[config.mk]
export PLATFORM = sky130hd
export DESIGN_NAME = segment_ack_reassembly_engine
export DESIGN_NICKNAME = d
export VERILOG_FILES = /design/src/rtl/sare_pkg.sv /design/src/rtl/sare_ram.sv /design/src/rtl/sare_ctrl.sv /design/src/rtl/sare_dp.sv /design/src/rtl/segment_ack_reassembly_engine.sv
export SDC_FILE = /design/constraint.sdc
export NUM_CORES = 2
export LEC_CHECK = 0
export BUFFER_PORTS_ARGS = -buffer_cell sky130_fd_sc_hd__buf_4
export CORE_MARGIN = 2
export CORE_UTILIZATION = 50
export CTS_CLUSTER_DIAMETER = 100
export DETAILED_ROUTE_END_ITERATION = 8
export PLACE_DENSITY = 0.7
export SLEW_MARGIN = 20
export SYNTH_ARGS = -nofsm -noshare
export SYNTH_HDL_FRONTEND = slang
export SYNTH_HIERARCHICAL = 1
export SYNTH_SLANG_ARGS = --single-unit
[constraint.sdc]
create_clock -name clock -period 11.97 [get_ports clock]
set_input_delay 1.7955 -clock clock [delete_from_list [all_inputs] [get_ports clock]]
set_output_delay 1.7955 -clock clock [all_outputs]
set_load 0.03 [all_outputs]
[src/rtl/sare_pkg.sv]
package sare_pkg;

   // Result action codes.
   typedef enum logic [1:0] {
      ACT_TX     = 2'd0,
      ACT_ACK    = 2'd1,
      ACT_APPEND = 2'd2,
      ACT_REFUSE = 2'd3
   } action_type;

   // Which result the datapath loads into the output register.
   typedef enum logic [1:0] {
      RSP_TX,
      RSP_REFUSE,
      RSP_APPEND,
      RSP_ACK
   } rsp_sel_type;

   typedef enum logic [3:0] {
      ST_IDLE,
      ST_DIV0,
      ST_DIV1,
      ST_DIV2,
      ST_REQ,
      ST_CHECK,
      ST_ACK,
      ST_ACKCHK,
      ST_TX0,
      ST_TX1,
      ST_SRD,
      ST_SCMP,
      ST_DATA,
      ST_EMIT_A,
      ST_EMIT_L
   } state_type;

   typedef struct packed {
      logic        capture;
      logic        div0;
      logic        div1;
      logic        div2;
      logic        enqueue;
      logic        ack_advance;
      logic        mul_run;
      logic        mul_head;
      logic        scan_init;
      logic        scan_step;
      logic        scan_cmp;
      logic        tbl_update;
      logic        rsp_load;
      rsp_sel_type rsp_sel;
   } cmd_type;

   typedef struct packed {
      logic in_mode;
      logic refuse;
      logic was_empty;
      logic hdr_bad;
      logic is_ack;
      logic ack_match;
      logic queue_empty;
      logic scan_hit;
      logic scan_last;
      logic data_drop;
      logic data_dup;
   } status_type;

   // Queue entry: segment total, byte count, message number.
   localparam int QE_W  = 72;
   // Table entry: segment total, progress, message number.
   localparam int TE_W  = 64;
   localparam logic [23:0] OFF_MAX = 24'hFFFFFF;
   localparam logic [21:0] SEG_LIMIT = 22'd65535;

endpackage

[src/rtl/sare_ram.sv]
module sare_ram #(
   parameter int WIDTH = 8,
   parameter int DEPTH = 16,
   localparam int AW = (DEPTH > 1) ? $clog2(DEPTH) : 1
) (
   input  logic             clock,
   input  logic             wr_en,
   input  logic [AW-1:0]    wr_addr,
   input  logic [WIDTH-1:0] wr_data,
   input  logic [AW-1:0]    rd_addr,
   output logic [WIDTH-1:0] rd_data
);

   logic [WIDTH-1:0] mem [DEPTH];
   logic [WIDTH-1:0] rd_data_ff;

   always_ff @(posedge clock) begin
      if (wr_en) begin
         mem[wr_addr] <= wr_data;
      end
      rd_data_ff <= mem[rd_addr];
   end

   assign rd_data = rd_data_ff;

endmodule

[src/rtl/sare_ctrl.sv]
module sare_ctrl (
   input  logic                clock,
   input  logic                reset,
   input  logic                req_valid,
   output logic                req_stall,
   output logic                rsp_valid,
   input  logic                rsp_stall,
   input  sare_pkg::status_type status,
   output sare_pkg::cmd_type    cmd
);

   import sare_pkg::*;

   state_type state_ff;
   state_type state_in;

   always_ff @(posedge clock) begin
      if (reset) begin
         state_ff <= ST_IDLE;
      end else begin
         state_ff <= state_in;
      end
   end

   always_comb begin
      state_in = state_ff;
      cmd      = '0;
      cmd.rsp_sel = RSP_ACK;
      case (state_ff)
         ST_IDLE: begin
            if (req_valid) begin
               cmd.capture = 1'b1;
               state_in = status.in_mode ? ST_DIV0 : ST_CHECK;
            end
         end
         ST_DIV0: begin
            cmd.div0 = 1'b1;
            state_in = ST_DIV1;
         end
         ST_DIV1: begin
            cmd.div1 = 1'b1;
            state_in = ST_DIV2;
         end
         ST_DIV2: begin
            cmd.div2 = 1'b1;
            state_in = ST_REQ;
         end
         ST_REQ: begin
            if (status.refuse) begin
               cmd.rsp_load = 1'b1;
               cmd.rsp_sel  = RSP_REFUSE;
               state_in = ST_EMIT_L;
            end else begin
               cmd.enqueue = 1'b1;
               state_in = status.was_empty ? ST_TX0 : ST_IDLE;
            end
         end
         ST_CHECK: begin
            cmd.mul_run = 1'b1;
            if (status.hdr_bad) begin
               state_in = ST_IDLE;
            end else if (status.is_ack) begin
               state_in = status.ack_match ? ST_ACK : ST_IDLE;
            end else begin
               cmd.scan_init = 1'b1;
               state_in = ST_SRD;
            end
         end
         ST_ACK: begin
            cmd.ack_advance = 1'b1;
            state_in = ST_ACKCHK;
         end
         ST_ACKCHK: begin
            state_in = status.queue_empty ? ST_IDLE : ST_TX0;
         end
         ST_TX0: begin
            cmd.mul_run  = 1'b1;
            cmd.mul_head = 1'b1;
            state_in = ST_TX1;
         end
         ST_TX1: begin
            cmd.rsp_load = 1'b1;
            cmd.rsp_sel  = RSP_TX;
            state_in = ST_EMIT_L;
         end
         ST_SRD: begin
            state_in = ST_SCMP;
         end
         ST_SCMP: begin
            cmd.scan_cmp = 1'b1;
            if (status.scan_hit || status.scan_last) begin
               state_in = ST_DATA;
            end else begin
               cmd.scan_step = 1'b1;
               state_in = ST_SRD;
            end
         end
         ST_DATA: begin
            if (status.data_drop) begin
               state_in = ST_IDLE;
            end else if (status.data_dup) begin
               cmd.rsp_load = 1'b1;
               cmd.rsp_sel  = RSP_ACK;
               state_in = ST_EMIT_L;
            end else begin
               cmd.tbl_update = 1'b1;
               cmd.rsp_load   = 1'b1;
               cmd.rsp_sel    = RSP_APPEND;
               state_in = ST_EMIT_A;
            end
         end
         ST_EMIT_A: begin
            if (!rsp_stall) begin
               cmd.rsp_load = 1'b1;
               cmd.rsp_sel  = RSP_ACK;
               state_in = ST_EMIT_L;
            end
         end
         ST_EMIT_L: begin
            if (!rsp_stall) begin
               state_in = ST_IDLE;
            end
         end
         default: begin
            state_in = ST_IDLE;
         end
      endcase
   end

   assign req_stall = (state_ff != ST_IDLE);
   assign rsp_valid = (state_ff == ST_EMIT_A) || (state_ff == ST_EMIT_L);

endmodule

[src/rtl/sare_dp.sv]
module sare_dp #(
   parameter int PAYLOAD_MAX   = 1024,
   parameter int QUEUE_DEPTH   = 16,
   parameter int REASM_ENTRIES = 8
) (
   input  logic                 clock,
   input  logic                 reset,
   input  logic                 req_mode,
   input  logic [31:0]          req_order,
   input  logic [15:0]          req_segment_index,
   input  logic [15:0]          req_segment_total,
   input  logic [15:0]          req_payload_length,
   input  logic [23:0]          req_message_bytes,
   input  sare_pkg::cmd_type    cmd,
   output sare_pkg::status_type status,
   output logic [1:0]           rsp_action,
   output logic [31:0]          rsp_msg_number,
   output logic [15:0]          rsp_seg_number,
   output logic [15:0]          rsp_seg_count,
   output logic [15:0]          rsp_byte_count,
   output logic [23:0]          rsp_payload_offset,
   output logic                 rsp_message_complete,
   output logic                 rsp_last
);

   import sare_pkg::*;

   localparam int QAW = (QUEUE_DEPTH > 1) ? $clog2(QUEUE_DEPTH) : 1;
   localparam int QCW = $clog2(QUEUE_DEPTH + 1);
   localparam int RAW = (REASM_ENTRIES > 1) ? $clog2(REASM_ENTRIES) : 1;
   localparam logic [15:0] PMAX  = 16'(PAYLOAD_MAX);
   // Reciprocal for the segment count: floor(2^25 / PAYLOAD_MAX).
   localparam logic [21:0] RECIP = 22'((1 << 25) / PAYLOAD_MAX);

   // Captured beat.
   logic        mode_ff;
   logic [31:0] ord_ff;
   logic [15:0] idx_ff;
   logic [15:0] tot_ff;
   logic [15:0] len_ff;
   logic [23:0] mb_ff;

   // Send queue.
   logic [QAW-1:0]  head_ff, tail_ff;
   logic [QCW-1:0]  count_ff;
   logic [15:0]     head_seg_ff;
   logic [QE_W-1:0] q_rd;
   logic [31:0]     q_ord;
   logic [23:0]     q_bytes;
   logic [15:0]     q_tot;

   // Segment count divider.
   logic [24:0] xp;
   logic [46:0] prod_ff;
   logic [21:0] q0;
   logic [37:0] qp_ff;
   logic [37:0] rem;
   logic [21:0] segs_ff;

   // Offset multiplier.
   logic [15:0] mul_a;
   logic [31:0] off_ff;
   logic [23:0] off_sat;
   logic [23:0] tx_len;

   // Reassembly table.
   logic [REASM_ENTRIES-1:0] valid_ff;
   logic [RAW-1:0]  scan_ff;
   logic            hit_ff;
   logic            free_found_ff;
   logic [RAW-1:0]  free_slot_ff;
   logic [RAW-1:0]  tbl_addr;
   logic [TE_W-1:0] t_rd;
   logic [31:0]     t_ord;
   logic [15:0]     t_cur;
   logic [15:0]     t_tot;
   logic            append_done;

   // Output register.
   logic [1:0]  act_ff;
   logic [31:0] msg_ff;
   logic [15:0] seg_ff, cnt_ff, bytes_ff;
   logic [23:0] poff_ff;
   logic        done_ff, last_ff;

   assign q_ord   = q_rd[31:0];
   assign q_bytes = q_rd[55:32];
   assign q_tot   = q_rd[71:56];
   assign t_ord   = t_rd[31:0];
   assign t_cur   = t_rd[47:32];
   assign t_tot   = t_rd[63:48];

   sare_ram #(.WIDTH(QE_W), .DEPTH(QUEUE_DEPTH)) u_queue (
      .clock   (clock),
      .wr_en   (cmd.enqueue),
      .wr_addr (tail_ff),
      .wr_data ({segs_ff[15:0], mb_ff, ord_ff}),
      .rd_addr (head_ff),
      .rd_data (q_rd)
   );

   assign tbl_addr = hit_ff ? scan_ff : free_slot_ff;

   sare_ram #(.WIDTH(TE_W), .DEPTH(REASM_ENTRIES)) u_table (
      .clock   (clock),
      .wr_en   (cmd.tbl_update),
      .wr_addr (tbl_addr),
      .wr_data ({tot_ff, idx_ff, ord_ff}),
      .rd_addr (scan_ff),
      .rd_data (t_rd)
   );

   always_ff @(posedge clock) begin
      if (cmd.capture) begin
         mode_ff <= req_mode;
         ord_ff  <= req_order;
         idx_ff  <= req_segment_index;
         tot_ff  <= req_segment_total;
         len_ff  <= req_payload_length;
         mb_ff   <= req_message_bytes;
      end
   end

   // Ceiling divide by reciprocal; the estimate is low by at most one.
   assign xp  = {1'b0, mb_ff} + 25'(PAYLOAD_MAX - 1);
   assign q0  = prod_ff[46:25];
   assign rem = 38'(xp) - qp_ff;

   always_ff @(posedge clock) begin
      if (cmd.div0) begin
         prod_ff <= 47'(xp) * 47'(RECIP);
      end
      if (cmd.div1) begin
         qp_ff <= 38'(q0) * 38'(PMAX);
      end
      if (cmd.div2) begin
         segs_ff <= (rem >= 38'(PMAX)) ? q0 + 22'd1 : q0;
      end
   end

   assign mul_a = cmd.mul_head ? head_seg_ff - 16'd1 : idx_ff - 16'd1;

   always_ff @(posedge clock) begin
      if (cmd.mul_run) begin
         off_ff <= 32'(mul_a) * 32'(PMAX);
      end
   end

   assign off_sat = (off_ff > 32'(OFF_MAX)) ? OFF_MAX : off_ff[23:0];
   assign tx_len  = (head_seg_ff < q_tot) ? 24'(PMAX) : q_bytes - off_ff[23:0];

   always_ff @(posedge clock) begin
      if (reset) begin
         head_ff     <= '0;
         tail_ff     <= '0;
         count_ff    <= '0;
         head_seg_ff <= 16'd1;
      end else begin
         if (cmd.enqueue) begin
            tail_ff  <= (tail_ff == QAW'(QUEUE_DEPTH - 1)) ? '0 : tail_ff + QAW'(1);
            count_ff <= count_ff + QCW'(1);
            if (count_ff == '0) begin
               head_seg_ff <= 16'd1;
            end
         end
         if (cmd.ack_advance) begin
            if (head_seg_ff >= q_tot) begin
               head_ff     <= (head_ff == QAW'(QUEUE_DEPTH - 1)) ? '0 : head_ff + QAW'(1);
               count_ff    <= count_ff - QCW'(1);
               head_seg_ff <= 16'd1;
            end else begin
               head_seg_ff <= head_seg_ff + 16'd1;
            end
         end
      end
   end

   assign append_done = (idx_ff == tot_ff);

   always_ff @(posedge clock) begin
      if (reset) begin
         valid_ff <= '0;
      end else if (cmd.tbl_update) begin
         valid_ff[tbl_addr] <= !append_done;
      end
   end

   always_ff @(posedge clock) begin
      if (cmd.scan_init) begin
         scan_ff       <= '0;
         hit_ff        <= 1'b0;
         free_found_ff <= 1'b0;
      end else begin
         if (cmd.scan_step) begin
            scan_ff <= scan_ff + RAW'(1);
         end
         if (cmd.scan_cmp) begin
            if (status.scan_hit) begin
               hit_ff <= 1'b1;
            end
            if (!valid_ff[scan_ff] && !free_found_ff) begin
               free_found_ff <= 1'b1;
               free_slot_ff  <= scan_ff;
            end
         end
      end
   end

   always_comb begin
      status.in_mode     = req_mode;
      status.queue_empty = (count_ff == '0);
      status.was_empty   = (count_ff == '0);
      status.refuse      = (mb_ff == '0) || (segs_ff > SEG_LIMIT) ||
                           (count_ff == QCW'(QUEUE_DEPTH));
      status.hdr_bad     = (ord_ff == '0) || (tot_ff == '0) || (idx_ff == '0) ||
                           (idx_ff > tot_ff) || (len_ff > PMAX) || mode_ff;
      status.is_ack      = (len_ff == '0);
      status.ack_match   = (count_ff != '0) && (q_ord == ord_ff) &&
                           (head_seg_ff == idx_ff) && (q_tot == tot_ff);
      status.scan_hit    = valid_ff[scan_ff] && (t_ord == ord_ff);
      status.scan_last   = (scan_ff == RAW'(REASM_ENTRIES - 1));
      if (hit_ff) begin
         status.data_dup  = (t_tot == tot_ff) && (idx_ff <= t_cur);
         status.data_drop = (t_tot != tot_ff) ||
                            ((idx_ff > t_cur) && (idx_ff != t_cur + 16'd1));
      end else begin
         status.data_dup  = 1'b0;
         status.data_drop = (idx_ff != 16'd1) || !free_found_ff;
      end
   end

   always_ff @(posedge clock) begin
      if (cmd.rsp_load) begin
         case (cmd.rsp_sel)
            RSP_TX: begin
               act_ff   <= ACT_TX;
               msg_ff   <= q_ord;
               seg_ff   <= head_seg_ff;
               cnt_ff   <= q_tot;
               bytes_ff <= tx_len[15:0];
               poff_ff  <= off_ff[23:0];
               done_ff  <= 1'b0;
               last_ff  <= 1'b1;
            end
            RSP_REFUSE: begin
               act_ff   <= ACT_REFUSE;
               msg_ff   <= ord_ff;
               seg_ff   <= '0;
               cnt_ff   <= '0;
               bytes_ff <= '0;
               poff_ff  <= '0;
               done_ff  <= 1'b0;
               last_ff  <= 1'b1;
            end
            RSP_APPEND: begin
               act_ff   <= ACT_APPEND;
               msg_ff   <= ord_ff;
               seg_ff   <= idx_ff;
               cnt_ff   <= tot_ff;
               bytes_ff <= len_ff;
               poff_ff  <= off_sat;
               done_ff  <= append_done;
               last_ff  <= 1'b0;
            end
            default: begin
               act_ff   <= ACT_ACK;
               msg_ff   <= ord_ff;
               seg_ff   <= idx_ff;
               cnt_ff   <= tot_ff;
               bytes_ff <= '0;
               poff_ff  <= '0;
               done_ff  <= 1'b0;
               last_ff  <= 1'b1;
            end
         endcase
      end
   end

   assign rsp_action           = act_ff;
   assign rsp_msg_number       = msg_ff;
   assign rsp_seg_number       = seg_ff;
   assign rsp_seg_count        = cnt_ff;
   assign rsp_byte_count       = bytes_ff;
   assign rsp_payload_offset   = poff_ff;
   assign rsp_message_complete = done_ff;
   assign rsp_last             = last_ff;

endmodule

[src/rtl/segment_ack_reassembly_engine.sv]
// Channel   Direction  Handshake            Payload
// req_      in         req_valid/req_stall  mode, order, segment fields, message_bytes
// rsp_      out        rsp_valid/rsp_stall  action, numbers, counts, offset, flags
//
// One beat is handled at a time. A send request runs the divider, then is refused with
// one result, or queued; into an empty queue it also transmits, with one result. An
// acknowledgement gives one result when a segment follows. A data header scans the
// reassembly table one entry at a time, read then compare, and then gives its results.
// Reset is synchronous; queue pointers and table valid bits are cleared, head segment set to 1.
// A stalled result holds the block until it is taken.
module segment_ack_reassembly_engine #(
   parameter int PAYLOAD_MAX   = 1024,
   parameter int QUEUE_DEPTH   = 16,
   parameter int REASM_ENTRIES = 8
) (
   input  logic        clock,
   input  logic        reset,
   input  logic        req_valid,
   output logic        req_stall,
   input  logic        req_mode,
   input  logic [31:0] req_order,
   input  logic [15:0] req_segment_index,
   input  logic [15:0] req_segment_total,
   input  logic [15:0] req_payload_length,
   input  logic [23:0] req_message_bytes,
   output logic        rsp_valid,
   input  logic        rsp_stall,
   output logic [1:0]  rsp_action,
   output logic [31:0] rsp_msg_number,
   output logic [15:0] rsp_seg_number,
   output logic [15:0] rsp_seg_count,
   output logic [15:0] rsp_byte_count,
   output logic [23:0] rsp_payload_offset,
   output logic        rsp_message_complete,
   output logic        rsp_last
);

   import sare_pkg::*;

   cmd_type    cmd;
   status_type status;

   sare_ctrl u_ctrl (
      .clock     (clock),
      .reset     (reset),
      .req_valid (req_valid),
      .req_stall (req_stall),
      .rsp_valid (rsp_valid),
      .rsp_stall (rsp_stall),
      .status    (status),
      .cmd       (cmd)
   );

   sare_dp #(
      .PAYLOAD_MAX   (PAYLOAD_MAX),
      .QUEUE_DEPTH   (QUEUE_DEPTH),
      .REASM_ENTRIES (REASM_ENTRIES)
   ) u_dp (
      .clock                (clock),
      .reset                (reset),
      .req_mode             (req_mode),
      .req_order            (req_order),
      .req_segment_index    (req_segment_index),
      .req_segment_total    (req_segment_total),
      .req_payload_length   (req_payload_length),
      .req_message_bytes    (req_message_bytes),
      .cmd                  (cmd),
      .status               (status),
      .rsp_action           (rsp_action),
      .rsp_msg_number       (rsp_msg_number),
      .rsp_seg_number       (rsp_seg_number),
      .rsp_seg_count        (rsp_seg_count),
      .rsp_byte_count       (rsp_byte_count),
      .rsp_payload_offset   (rsp_payload_offset),
      .rsp_message_complete (rsp_message_complete),
      .rsp_last             (rsp_last)
   );

endmodule

=== Word-level counts from Yosys, hierarchy flattened ===
Memories as Yosys holds them, arrays and structs flattened. A register that Yosys moved wholly into a read port is not among the register bits.
Cells that the tools add are included.

* Bits in registers: 334
* Memories kept: 2
* Output and inout port bits: 110
* RAM bits: 1,664
* Memory bits (read-only): 0
* Bits in latches: 0

{| class="wikitable"
|+ Memory list
! name !! depth !! bits a word !! read ports !! clocked after Yosys merged registers in !! wr ports !! line !! source
|-
| u_dp.u_queue.mem || 16 || 72 || 1 || 1 || 1 || sare_ram.sv:14 || <nowiki>logic [WIDTH-1:0] mem [DEPTH];</nowiki>
|-
| u_dp.u_table.mem || 8 || 64 || 1 || 1 || 1 || sare_ram.sv:14 ||
|}

* Div/mod/pow operators: 0
* Multiplexer cells: 67
* Reduce and logical (&&, ||, !) cells: 41
* Bitwise operators: 1
* $add $sub $neg: 13
* Eq/ne operators: 32
* Shifts and indexed selects: 0
* $lt $le $gt $ge: 12
* $mul: 0

{| class="wikitable"
|+ Operator list
! kind !! number
|-
| $mux W16 || 6
|-
| $pmux W16 S2 || 3
|-
| $eq A16 B16 Y1 || 4
|-
| $eq A32 B32 Y1 || 2
|-
| $pmux W4 S15 || 1
|-
| $logic_not A16 Y1 || 3
|-
| $mux W4 || 12
|-
| $pmux W24 S2 || 1
|-
| $ge A38 B11 Y1 const B || 1
|-
| $eq A4 B4 Y1 const B || 9
|-
| $add A16 B1 Y16 const B || 2
|-
| $gt A16 B16 Y1 || 2
|-
| $logic_not A32 Y1 || 1
|-
| $mux W32 || 1
|-
| $ne A16 B16 Y1 || 2
|-
| $sub A16 B1 Y16 const B || 2
|-
| $gt A26 B24 Y1 const B || 1
|-
| $sub A25 B25 Y26 || 1
|-
| $add A24 B10 Y25 const B || 1
|-
| $logic_not A24 Y1 || 1
|-
| $mux W1 || 24
|-
| $mux W24 || 1
|-
| $mux W3 || 6
|-
| $add A15 B1 Y16 const B || 1
|-
| 42 further kinds || 78
|}

=== Depth between registers and ports, before layout ===
* Word-level depth: 10
* Depth in mapped cells: 20

=== By module ===
Netlist, hierarchy kept.

{| class="wikitable"
|+ Modules (own cells, without submodules)
! module !! cells an instance !! times used !! area an instance (µm²)
|-
| sare_ram at u_dp.u_queue || 1,850 || 1 || 44,550.2
|-
| sare_ram at u_dp.u_table || 816 || 1 || 20,547.2
|-
| sare_dp || 1,557 || 1 || 17,165.2
|-
| sare_ctrl || 92 || 1 || 598.1
|}

=== Least setup slack after synthesis ===
Ideal clock, no wire load.

* Kind: register to register
* From: register u_dp.idx_ff[0]
* To: memory u_dp/u_table/mem[4][0] (netlist bit) (enable)
* Path slack: 4,404 ps
* Setup time: 565 ps
* Data required time: 11,405 ps
* Data arrival time: 7,001 ps
* Period minus slack after synthesis: 7,566 ps
* Stages on the path, launching flop included: 11
* Cells stage by stage: edfxtp_1 inv_1 ha_1 a211oi_1 o2111ai_1 nor4_1 nand3_1 o311a_1 nor4_1 nand2_1 nor3_1

{| class="wikitable"
|+ RTL lines
! item !! line !! source
|-
| start, declared || sare_dp.sv:38 || <nowiki>logic [15:0] idx_ff;</nowiki>
|-
| start signal, assigned || sare_dp.sv:117 || <nowiki>idx_ff <= req_segment_index;</nowiki>
|-
| end, declared || sare_ram.sv:14 ||
|}

==> out/summary.txt <==
Final WL = 191000 um
# port buffers = 218
Leak = 28.7 nW
Syn_area_per_cell = 18.9 sq um
First-pass GRT wire length = 276000 um
# IOs = 219
Syn_nets = 4319
Post-DP Area = 82100 sq um
Std-Cell Rows = 144
GP Congestion = 0.874
Crit-path most repeated cell = nor4_1
Vias in the first global route = 40200
1st-pass router iterations = 6
Iter 0 DRT Violations = 4788
Die width = 399 um
IR drop worst, VDD = 0.171 mV
Initial cell density of the core = 0.505
H-tree depth = 4
Area of the multi-input gates = 19000 sq um
Unrepaired setup endpoints after global routing = false
Worst EP arrival = 6.16 ns
DP Cell Count = 6267
Fmax = 174 MHz
Setup bufs post-CTS = 0
CTS Hold Bufs = 0
CTS tree = done
WL/cell = 28.8 um
Worst rel slew slack = 0.216
Clk root buf = clkbuf_16
Initial antenna violation count = 7
Crit share post-route = 0.480
Synth Instances = 4123
Status = finished, final reports clean
Hold Path Class = flip-flop to flip-flop
CP Buf/Inv Count = 1
Max-cap violations = 0
Final hold violations = 0
Clk Latency, worst-skew pair = 0.82 ns
Nets@finish = 4617
Largest net degree at the start of global routing = 153
Layout Skew = 0.0546 ns
Ratio of cells with drive above 1 in the final layout = 0.254
CP Cell Sequence = xor2_1, nor4_1, nand4_1, nor4_1, o21ai_0, o311a_1, nor4_1, nand2_1, nor3_4, buf_4
FF+latch area = 57700 sq um
Clock Pin Slew Worst Setup and Hold Paths = 0.06 ns
Global route total overflow = 0
Crit-path leading delay family = simple AND/OR/NAND/NOR gates
Final setup fails = 0
Synth-to-layout area growth = 13.6%
Hold slack = 0.510 ns
YS warnings = 6
Count of pins over their slew limit = 0
Core Box Area = 154000 sq um
Critical Path Start Type = flip-flop
Max clock buf depth = 3
CTS buffer count = 194
Die Y = 399 um
Layout fillers = 11200
Post-route minimum period = 5.74 ns
Remaining DRCs = 0
Number of gates resized after CTS = 0
Setup tns final = 0 ns
WS Path Type = flip-flop to flip-flop
DP HPWL = 111000 um
Largest fanout on the critical path = 51
Fin cells = 6636
Cell Pwr Density = 193 nW/um^2
Dpl ws = 6.24 ns
Final Cell Area = 88600 sq um
Slowest-stage cell, CP = buf_4
Worst EP required = 12.39 ns
Total die area = 159000 sq um
Slowest stage delay, CP = 0.88 ns
Clock sink count = 1979
Post-route ant nets = 0
Worst Tran Pin Value = 1.18 ns
Routed via count = 40500
Post-Syn Area = 78000 sq um
GRT Total Usage = 0.241
Post-layout worst setup margin = 6.23 ns
CP endpoint kind = flip-flop
DR vias/cell = 6.11
metal layers:
metal,vias up,track usage,wire length [um],part of all wire
met4,0,0.0884,6610,0.035
li1,17200,-,-,-
met1,21200,0.341,78200,0.41
met2,1886,0.379,91000,0.48
met5,-,0,0,0
met3,307,0.0421,15400,0.081
path summary, 6_finish.rpt:
check                                               end  depth (start not counted)  slack (ns)              from
worst max-delay path            u_dp/u_table/mem[4][13]                         10        6.23    u_dp/tot_ff[4]
worst min-delay path                   u_dp/valid_ff[7]                          2        0.51  u_dp/valid_ff[7]
worst max register to register  u_dp/u_table/mem[4][13]                         10        6.23    u_dp/tot_ff[4]
worst min register to register         u_dp/valid_ff[7]                          2        0.51  u_dp/valid_ff[7]
cell type report:
cell class	instances	share of cell area
sequential	1979	0.651
clock buffer	239	0.0581
antenna	3	0.0000847
multi-input combinational	1828	0.215
inverter	99	0.00419
timing repair buffer	319	0.0278
tap	2044	0.0289
clock inverter	125	0.0154
registers in the layout, summed over array words and instances (netlist names), 24 cells and up:
name,flops
u_dp/u_queue/rd_data,64
u_dp/u_table/rd_data,64
u_dp/rsp_msg_number,32
u_dp/mb_ff,24
u_dp/ord_ff,32
u_dp/u_queue/mem,1024
u_dp/u_table/mem,512
power breakdown:
part | leakage [nW] | internal [mW] | switching, mW | total [mW]
sequential | 17.8 | 8.35 | 0.508 | 8.85
combinational | 7.74 | 0.725 | 1.41 | 2.13
clock | 3.17 | 3.55 | 2.60 | 6.15
total | 28.7 | 12.6 | 4.51 | 17.1
worst min-delay path, delay by kind of cell (launching register included):
kind | cells | cell delay, ns
simple gates | 1 | 0.05
compound gates | 1 | 0.11
flops | 1 | 0.31
through the flow:
stage / util / total power [mW]
floorplan: - / 10.1
global placement: 0.531 / 11.0
detailed placement: 0.531 / 11.1
CTS: 0.574 / 17.2
global route: 0.574 / 17.7
finish: 0.574 / 17.1
layout by cell type (no fill, tap or decap), types with 14 or more instances in the layout:
cell       instances
a21o_1            21
a21oi_1           63
a22o_1            48
a22oi_1          130
a31oi_1           20
buf_4            314
bufinv_16         22
clkbuf_1          36
clkbuf_16        197
clkinv_1          37
clkinv_2          35
dfxtp_1          169
edfxtp_1        1805
ha_1              83
inv_1             98
mux2_2            98
mux2i_1           17
mux4_2           386
nand2_1          175
nand2b_1          20
nand3_1           47
nand4_1           39
nor2_1           134
nor2_4            20
nor2b_1           14
nor3_1            42
nor4_1            56
o21ai_0           52
or3_1             22
xnor2_1          100
xor2_1            86
Power figures use the tool's default switching activity.
